$ cat config.mk
export PLATFORM = sky130hd
export DESIGN_NAME = moving_average_filter_unit
export DESIGN_NICKNAME = d
export VERILOG_FILES = /design/src/hdl/maf_pkg.sv /design/src/hdl/moving_average_filter_unit.sv
export VERILOG_INCLUDE_DIRS = /design/src /design/src/hdl
export SDC_FILE = /design/constraint.sdc
export NUM_CORES = 2
export LEC_CHECK = 0
export BUFFER_PORTS_ARGS = -buffer_cell sky130_fd_sc_hd__buf_2
export CORE_MARGIN = 3
export CORE_UTILIZATION = 45
export DETAILED_ROUTE_END_ITERATION = 10
export SETUP_SLACK_MARGIN = 0.02
export SLEW_MARGIN = 5
export SYNTH_ARGS = -nofsm -noshare
export SYNTH_HDL_FRONTEND = slang
export SYNTH_SLANG_ARGS = --single-unit
$ cat constraint.sdc
create_clock -name clk -period 5.64 [get_ports clk]
set_input_delay 0.846 -clock clk [delete_from_list [all_inputs] [get_ports clk]]
set_output_delay 0.846 -clock clk [all_outputs]
set_load 0.03 [all_outputs]
$ cat src/hdl/moving_average_filter_unit_macros.svh
// Assertion macros shared by the filter RTL.
// The clock is clk and the asynchronous reset is arst_n in every module that uses them.
`ifndef MOVING_AVERAGE_FILTER_UNIT_MACROS_SVH
`define MOVING_AVERAGE_FILTER_UNIT_MACROS_SVH
`ifndef SYNTHESIS
`define MAF_ASSERT_SAME(label, ante, cons) \
	label: assert property (@(posedge clk) disable iff (!arst_n) (ante) |-> (cons)) \
		else $error("moving average filter: assertion failed");
`define MAF_ASSERT_NEXT(label, ante, cons) \
	label: assert property (@(posedge clk) disable iff (!arst_n) (ante) |=> (cons)) \
		else $error("moving average filter: assertion failed");
`else
`define MAF_ASSERT_SAME(label, ante, cons)
`define MAF_ASSERT_NEXT(label, ante, cons)
`endif
`endif

$ cat src/hdl/maf_pkg.sv
package maf_pkg;

	localparam int MAX_WINDOW = 64;
	localparam int SAMPLE_W   = 16;
	localparam int ADDR_W     = $clog2(MAX_WINDOW);
	localparam int LEN_W      = ADDR_W + 1;
	localparam int SUM_W      = SAMPLE_W + ADDR_W;
	localparam int CNT_W      = $clog2(SUM_W);

	typedef logic signed [SAMPLE_W-1:0] sample_t;
	typedef logic signed [SUM_W-1:0]    sum_t;
	typedef logic [LEN_W-1:0]           len_t;
	typedef logic [ADDR_W-1:0]          addr_t;

	// Zero acts as one, anything above the store depth saturates to the depth.
	function automatic len_t effective_length(input len_t raw);
		len_t res;
		if (raw == '0) begin
			res = len_t'(1);
		end else if (raw > len_t'(MAX_WINDOW)) begin
			res = len_t'(MAX_WINDOW);
		end else begin
			res = raw;
		end
		return res;
	endfunction

endpackage

$ cat src/hdl/moving_average_filter_unit.sv
// Boxcar moving average over signed 16-bit samples. Each accepted sample
// replaces the oldest of the last window_length samples, and one result
// transaction follows with the window sum divided by window_length, truncated
// toward zero; until the window has filled, the missing samples count as zero.
// The samples live in a 64-entry synchronous memory and a running sum is kept,
// so each sample costs one memory read and one write. The block works on one
// sample at a time: the result transaction is offered after a read state,
// in which the memory read settles, an update state, 22 steps of a bit-serial
// divider and an output state, and the next sample can be accepted only once
// the block is back in its idle state, so it never takes a new sample before
// it is through with the last one. A new sample is taken as soon as the
// previous result has moved into the output register, even if that result
// is still stalled downstream; a result that finds the output register still
// occupied waits in the output state and holds off the input.
// A write to window_length (values 0 and 1 both mean one sample, values above
// 64 mean 64) clears the window through per-entry valid flags; no
// clearing pass is needed after reset or a write.
// Only write window_length while the block is idle; cfg_ready is high then.
module moving_average_filter_unit (
	input  logic                    clk,
	input  logic                    arst_n,
	input  logic                    sample_valid,
	output logic                    sample_stall,
	input  maf_pkg::sample_t        sample_in,
	output logic                    average_valid,
	input  logic                    average_stall,
	output maf_pkg::sample_t        average_out,
	input  logic                    cfg_valid,
	output logic                    cfg_ready,
	input  maf_pkg::len_t           window_length
);
	import maf_pkg::*;

	`include "moving_average_filter_unit_macros.svh"

	typedef enum logic [2:0] {
		ST_IDLE,
		ST_READ,
		ST_UPDATE,
		ST_DIV,
		ST_DONE
	} state_t;

	state_t                state_q;
	len_t                  eff_len_q;
	addr_t                 wpos_q;
	sum_t                  sum_q;
	logic [MAX_WINDOW-1:0] vld_q;

	// Sample and its store address travel together from acceptance onward.
	sample_t               sample_s1;
	addr_t                 pos_s1;

	// Sample memory with a registered read port.
	sample_t               mem [MAX_WINDOW];
	sample_t               rd_data_q;

	// Serial divider: magnitude register doubles as quotient shift register.
	logic [SUM_W-1:0]      div_q;
	len_t                  rem_q;
	logic [CNT_W-1:0]      cnt_q;
	logic                  neg_q;

	logic                  avg_valid_q;
	sample_t               avg_q;

	logic                  sample_acc;
	logic                  cfg_acc;
	logic                  out_free;
	addr_t                 pos_sel;
	sample_t               old_sample;
	sum_t                  new_sum;
	logic [SUM_W-1:0]      new_mag;
	logic [LEN_W:0]        rem_shift;
	logic                  quot_bit;
	len_t                  rem_next;
	logic [LEN_W-1:0]      pos_inc;
	logic [SUM_W-1:0]      quot_signed;

	// A configuration write takes priority, so no sample is taken in its cycle.
	assign cfg_ready    = (state_q == ST_IDLE);
	assign sample_stall = (state_q != ST_IDLE) || cfg_valid;
	assign sample_acc   = sample_valid && !sample_stall;
	assign cfg_acc      = cfg_valid && cfg_ready;
	assign out_free     = !avg_valid_q || !average_stall;

	assign average_valid = avg_valid_q;
	assign average_out   = avg_q;

	always_comb begin
		// The write position always lies inside the window; the guard maps any position outside it to zero.
		if (len_t'(wpos_q) >= eff_len_q) begin
			pos_sel = '0;
		end else begin
			pos_sel = wpos_q;
		end

		// An entry not written since the last clear reads as zero.
		old_sample = vld_q[pos_s1] ? rd_data_q : '0;
		new_sum    = sum_q - sum_t'(old_sample) + sum_t'(sample_s1);
		new_mag    = new_sum[SUM_W-1] ? (SUM_W)'(-new_sum) : (SUM_W)'(new_sum);

		pos_inc = len_t'(pos_s1) + len_t'(1);

		// One restoring step: remainder stays below the divisor.
		rem_shift = {rem_q, div_q[SUM_W-1]};
		quot_bit  = (rem_shift >= {1'b0, eff_len_q});
		if (quot_bit) begin
			rem_next = len_t'(rem_shift - {1'b0, eff_len_q});
		end else begin
			rem_next = rem_shift[LEN_W-1:0];
		end

		quot_signed = neg_q ? (SUM_W)'(-div_q) : div_q;
	end

	always_ff @(posedge clk) begin
		if (state_q == ST_UPDATE) begin
			mem[pos_s1] <= sample_s1;
		end
		if (sample_acc) begin
			rd_data_q <= mem[pos_sel];
		end
	end

	always_ff @(posedge clk or negedge arst_n) begin
		if (!arst_n) begin
			state_q     <= ST_IDLE;
			eff_len_q   <= len_t'(MAX_WINDOW);
			wpos_q      <= '0;
			sum_q       <= '0;
			vld_q       <= '0;
			avg_valid_q <= 1'b0;
			avg_q       <= '0;
			cnt_q       <= '0;
			sample_s1   <= '0;
			pos_s1      <= '0;
			div_q       <= '0;
			rem_q       <= '0;
			neg_q       <= 1'b0;
		end else begin
			// A finished result enters the output register as the previous one
			// leaves or once the register is empty.
			if (state_q == ST_DONE && out_free) begin
				avg_valid_q <= 1'b1;
			end else if (average_valid && !average_stall) begin
				avg_valid_q <= 1'b0;
			end
			case (state_q)
				ST_IDLE: begin
					if (cfg_acc) begin
						eff_len_q <= effective_length(window_length);
						wpos_q    <= '0;
						sum_q     <= '0;
						vld_q     <= '0;
					end else if (sample_acc) begin
						sample_s1 <= sample_in;
						pos_s1    <= pos_sel;
						state_q   <= ST_READ;
					end
				end
				ST_READ: begin
					state_q <= ST_UPDATE;
				end
				ST_UPDATE: begin
					sum_q          <= new_sum;
					vld_q[pos_s1]  <= 1'b1;
					if (pos_inc >= eff_len_q) begin
						wpos_q <= '0;
					end else begin
						wpos_q <= pos_inc[ADDR_W-1:0];
					end
					div_q   <= new_mag;
					neg_q   <= new_sum[SUM_W-1];
					rem_q   <= '0;
					cnt_q   <= '0;
					state_q <= ST_DIV;
				end
				ST_DIV: begin
					rem_q <= rem_next;
					div_q <= {div_q[SUM_W-2:0], quot_bit};
					cnt_q <= cnt_q + 1'b1;
					if (cnt_q == CNT_W'(SUM_W - 1)) begin
						state_q <= ST_DONE;
					end
				end
				ST_DONE: begin
					if (out_free) begin
						avg_q   <= quot_signed[SAMPLE_W-1:0];
						state_q <= ST_IDLE;
					end
				end
				default: begin
					state_q <= ST_IDLE;
				end
			endcase
		end
	end

	`MAF_ASSERT_SAME(a_wpos_in_window, 1'b1, len_t'(wpos_q) < eff_len_q)
	`MAF_ASSERT_SAME(a_rem_below_len, state_q == ST_DIV, rem_q < eff_len_q)
	`MAF_ASSERT_SAME(a_quot_fits, state_q == ST_DONE, div_q <= (SUM_W)'(32768))
	`MAF_ASSERT_NEXT(a_update_sets_valid, state_q == ST_UPDATE, vld_q[pos_s1])

endmodule
### Word-level counts from Yosys, hierarchy flattened

Memory sizes are Yosys's and may differ from the RTL's. A register that Yosys moved wholly into a read port is not among the register bits.
Index checks and enable logic that the tools add are counted.

* RAM bits: 1024
* logic and storage cells: 90
* output and inout bits: 19
* memories: 1
* bits in registers: 176

Memory list
* mem: words 64, width 16, rd ports 1, clocked after Yosys merged registers in 1, wr ports 1, RTL line moving_average_filter_unit.sv:55 `sample_t mem [MAX_WINDOW];`

* $add $sub $neg: 7
* reduce and logical (&&, ||, !) cells: 21
* order comparisons: 6
* bitwise operators: 2
* multiplexer cells: 30
* eq/ne operators: 10

Operator list (count)
* one-hot mux 64 bit (2 select lines): 1
* one-hot mux 22 bit (2 select lines): 2
* two-way mux 64 bit: 1
* bitwise OR 64 bit: 1
* two-way mux 22 bit: 2
* two-way mux 16 bit: 2
* adder 22 x 16 -> 22 bit: 1
* negation 22 bit: 1
* subtractor 22 x 16 -> 22 bit: 1
* two-way mux 7 bit: 3
* two-way mux 6 bit: 3
* negation 16 bit: 1
* one-hot mux 3 bit (5 select lines): 1
* one-hot mux 7 bit (2 select lines): 1
* two-way mux 3 bit: 4
* one-hot mux 6 bit (2 select lines): 1
* one-hot mux 5 bit (2 select lines): 1
* greater-or-equal comparator 8 x 7 -> 1 bit: 1
* adder 6 x 1 -> 7 bit, second input constant: 1
* greater-or-equal comparator 6 x 7 -> 1 bit: 1
* greater-or-equal comparator 7 bit: 1
* greater-than comparator 7 bit, second input constant: 1
* logical NOT 7 bit: 1
* < comparator 6 x 7 -> 1 bit, second input constant: 1
* 22 further kinds: 42

### Depth between registers and ports, before layout

* word-level depth: 8
* mapped depth: 26
* gate-level depth less buffers: 20

### Worst setup path after synthesis

No wires, ideal clock.

* path kind: flip-flop to flip-flop
* start point: register pos_s1[2]
* end point: register div_q[19]
* library setup time: 0.082 ns
* required time: 5.558 ns
* period minus slack after synthesis: 5.593 ns
* cell stages (with the launch flop): 23
* buffers on the path: 3
* data arrival time: 5.510 ns
* setup slack: 0.047 ns
* cell sequence: dfrtp_1 buf_6 mux2_4 a221o_1 a22oi_1 o211ai_1 or4_4 clkbuf_1 and2_1 fa_1 inv_1 ha_1 clkbuf_1 nand4_1 o32ai_1 or2_2 or4_4 a2111oi_4 o21ai_0 nor3_1 a21oi_1 xor2_1 o22ai_1

* longest elaborated chain between the ends: 8

Ends and longest elaborated chain
* start, declared: RTL line moving_average_filter_unit.sv:52 `addr_t pos_s1;`
* start signal, assigned: RTL line moving_average_filter_unit.sv:158 `pos_s1 <= pos_sel;`
* binary-select mux 1 bit (select 6 bit) *: RTL line moving_average_filter_unit.sv:99 `old_sample = vld_q[pos_s1] ? rd_data_q : '0;`
* two-way mux 1 bit (not written as such) *: RTL line moving_average_filter_unit.sv:99
* two-way mux 16 bit *: RTL line moving_average_filter_unit.sv:99
* subtractor 22 x 16 -> 22 bit *: RTL line moving_average_filter_unit.sv:100 `new_sum = sum_q - sum_t'(old_sample) + sum_t'(sample_s1);`
* adder 22 x 16 -> 22 bit *: RTL line moving_average_filter_unit.sv:100
* negation 22 bit: RTL line moving_average_filter_unit.sv:101 `new_mag = new_sum[SUM_W-1] ? (SUM_W)'(-new_sum) : (SUM_W)'(new_sum);`
* two-way mux 22 bit *: RTL line moving_average_filter_unit.sv:101
* one-hot mux 22 bit (2 select lines) *: RTL line moving_average_filter_unit.sv:149 `case (state_q)`
* end signal, assigned: RTL line moving_average_filter_unit.sv:173 `div_q <= new_mag;`
* end signal, assigned: RTL line moving_average_filter_unit.sv:181 `div_q <= {div_q[SUM_W-2:0], quot_bit};`
* end, declared: RTL line moving_average_filter_unit.sv:59 `logic [SUM_W-1:0] div_q;`

Every way passes the cells marked *; elsewhere a longest branch is shown, timed or not. The select of a mux whose other input is x is not followed.
A chain may end at the register's enable or synchronous reset.

### Worst setup path in the final report

* start point: register pos_s1[2]
* end point: register div_q[20]

The elaborated chain is that of the path after synthesis.

==> metrics.md <==
| Metric | Value |
|---|---|
| Synthesized area | approximately 52000 sq um |
| Status | finished, violations left |
| Synth area leader | edfxtp_1 |
| Largest net degree at the start of global routing | 107 |
| Layout cells sized above 1 | 18.62% |
| Clk buf depth | 3 |
| Peak Freq | 0.1763 GHz |
| Kind of critical path | reg2reg |
| Initial DRC count | between 3000 and 4000 |
| Startpoint types | register |
| CTS root buffer | clkbuf_16 |
| Setup WS post-layout | -0.03216 ns |
| CTS H-Tree Depth | 3 |
| Final hold viol count | 0 |
| Post-Syn Area per Cell | 13.81 sq um |
| Crit-path max FO | 5 |
| Clk slew on worst S/H paths | ~0.060 ns |
| Minimum clock period | 5.672 ns |
| Area contributors post-synth | edfxtp_1 60%, dfrtp_1 8.5%, mux4_2 3.0%, o21ai_0 2.8%, nand2_1 2.2% |
| Post-synth top area share | between 60% and 70% |
| Final #Nets | 4032 |
| FF-to-FF End | div_q[20] |
| CTS tree | done |
| Syn_nets | about 3800 |
| Post-route ant nets | 0 |
| PortBufs | 46 |
| Synth Instances | 3744 |
| Critical path required time | around 6.3 ns |
| GPL Wtd Cong | between 0.8 and 0.9 |
| Final setup vio count | 1 |
| # diodes | 0 |
| DR DRC count | 0 |
| Register area | 35670 sq um |
| GR Util All Layers | around 23% |
| DIE WIDTH | 345.0 microns |
| Critical Path AT | between 6 and 7 ns |
| FF-to-FF Start | pos_s1[2] |
| Slew headroom | between 20% and 30% |
| Unique masters post-synth | 80 |
| Crit path capture type | register |
| Wire length per cell | approximately 25 microns |
| Final period util | 100.6% |
| Hold Path Class | in2async |
| Most frequent cells in the layout | 1040 x edfxtp_1, 304 x nand2_1, 284 x o21ai_0 |
| Worst R2R Path Depth | 20 |
| Core Region | roughly 110000 sq um |
| Fin. max-slew vios | 0 |
| FF-to-FF setup slack | -0.03 ns |
| Synthesized flop and latch total | roughly 1200 |
| Setup TNS | -0.03216 ns |
| Clock sink total | around 1200 |
| I/O pin count | 47 |
| Total die area | 119000 sq um |
| Post-route cell area | between 50000 and 60000 sq um |
| Sequential share of the synthesized area | about 69% |
| GRT Residual Overflow | 0 |
| Final HPWL DP | between 80000 and 90000 microns |
| Maxcap violations | 0 |
| Worst clock skew | around 0.029 ns |
| Die Y | approximately 350 microns |
| Failing checks | setup timing |
| DRT Pass-1 Iters | 8 |
| Area added between synthesis and finish | 14.88% |
| Hold WS | about 0.15 ns |
| Final Util | between 50% and 60% |
| RSZ-0062 raised after global routing | yes |
| Starting Density | a little under half |
| Total routed wirelength | 140000 microns |
| Primary FF master, synth | edfxtp_1 |
| Most common cell after layout, fill and taps aside | edfxtp_1 |
| # rows | between 100 and 150 |
| Clk_lat worst skew | just over 0.7 ns |
| Num CTS Buffers | roughly 120 |
| Vias in the first global route | 31120 |
| Antenna violations before repair | 2 |
| Filler cell count | approximately 9400 |
| Post-synth EDFFs | 1040 |
| Via count | around 32000 |
| Asr flop ratio synth | between 10 and 15% |
| Slew of the pin with the lowest slew margin | 1.139 ns |
| Post-CTS Hold Buffers | 0 |
| Warnings, synthesis | 0 |
| Multi-input gate area | roughly 15000 sq um |
| Vias per inst | roughly 5.8 |
| First-pass GRT wire length | ~210000 microns |
| DP Area | 54990 sq um |
critical path: stages (launching register included):
cell	delay, ns
dfrtp_2	0.47
mux2_4	0.32
a221o_1	0.31
a22oi_1	0.18
o211ai_1	0.11
or4_4	0.60
and2_4	0.18
fa_1	0.51
inv_2	0.05
fa_2	0.41
a211oi_4	0.25
nor4_2	0.09
or2_4	0.24
or4_4	0.56
a2111oi_4	0.41
o21ai_2	0.16
nor3_2	0.19
buf_4	0.15
a31oi_4	0.08
xnor2_2	0.16
o22ai_2	0.16
per-layer routing:
metal  wire, microns  track usage [%]
met4            4191            7.157
met5               0                0
met1           60950            34.11
met2           64030            35.63
met3           10800            3.265
worst max-delay path by stage:
stage	start	endpoint	slack, ns	depth (start not counted)
floorplan	pos_s1[2]	div_q[19]	0.05	22
global placement	pos_s1[1]	div_q[20]	-0.20	22
detailed placement	pos_s1[1]	div_q[20]	-0.26	22
CTS	pos_s1[1]	div_q[19]	0.03	23
global route	pos_s1[2]	div_q[20]	-0.23	20
finish	pos_s1[2]	div_q[20]	-0.03	20
area by class of cell:
class | instances | share of cell area [%]
Clock buffer | 143 | 5.492
Clock inverter | 83 | 1.495
Timing Repair Buffer | 304 | 3.913
Inverter | 112 | 0.7075
Tap cell | 1500 | 3.159
Sequential cell | 1216 | 60.03
Multi-Input combinational cell | 2180 | 25.20
flip-flops by register name, indices dropped and copies added, names as in the netlist, 6 cells and up:
name / flops
rd_data_q: 16
mem: 1024
average_out: 16
eff_len_q: 7
sum_q: 22
div_q: 22
pos_s1: 6
rem_q: 7
wpos_q: 6
vld_q: 64
sample_s1: 16
cell usage after synthesis, types with 13 or more instances:
| cell | number |
|---|---|
| xor2_1 | 21 |
| o21ai_0 | 289 |
| nor4_1 | 13 |
| mux4_2 | 70 |
| and2_1 | 37 |
| buf_1 | 42 |
| o221ai_1 | 19 |
| nand3_1 | 70 |
| nor2b_1 | 40 |
| a222oi_1 | 16 |
| or3_1 | 30 |
| mux2i_1 | 113 |
| o22ai_1 | 22 |
| a31oi_1 | 91 |
| nand2_1 | 305 |
| nand2b_1 | 17 |
| xnor2_1 | 27 |
| a21oi_1 | 214 |
| edfxtp_1 | 1040 |
| and2_0 | 15 |
| nor3_1 | 38 |
| o21a_1 | 69 |
| mux2_2 | 84 |
| clkbuf_1 | 171 |
| inv_1 | 111 |
| a311oi_1 | 17 |
| nor2_1 | 286 |
| nor4b_1 | 15 |
| a21o_1 | 23 |
| buf_2 | 16 |
| dfrtp_1 | 175 |
| fa_1 | 22 |
| a211oi_1 | 66 |
| ha_1 | 47 |
repair_timing:
item,CTS,global route
endpoints found under the setup margin,23,23
pin swaps,4,28
resized for setup,11,34
gates cloned,0,0
setup buffers,4,4
kinds of logic after synthesis:
logic type / count (synthesis) / synth area share (%)
flip-flops: 1216 / 68.90
multiplexers: 269 / 7.115
AO/OA/AOI/OAI: 892 / 10.54
buffers and inverters: 348 / 2.668
AND/OR/NAND/NOR: 901 / 7.928
adder cells (fa/ha/maj): 69 / 1.989
XOR/XNOR: 49 / 0.8588
per-stage QoR:
stage,setup slack [ns],cells
global route,-0.2335,5538
detailed placement,-0.2593,5305
CTS,0.02734,5535
finish,-0.03216,5538
floorplan,0.04733,3744
global placement,-0.2038,5305
Power is not shown: default switching activity piles up to over one toggle a cycle in this logic, so the estimate is an artifact.
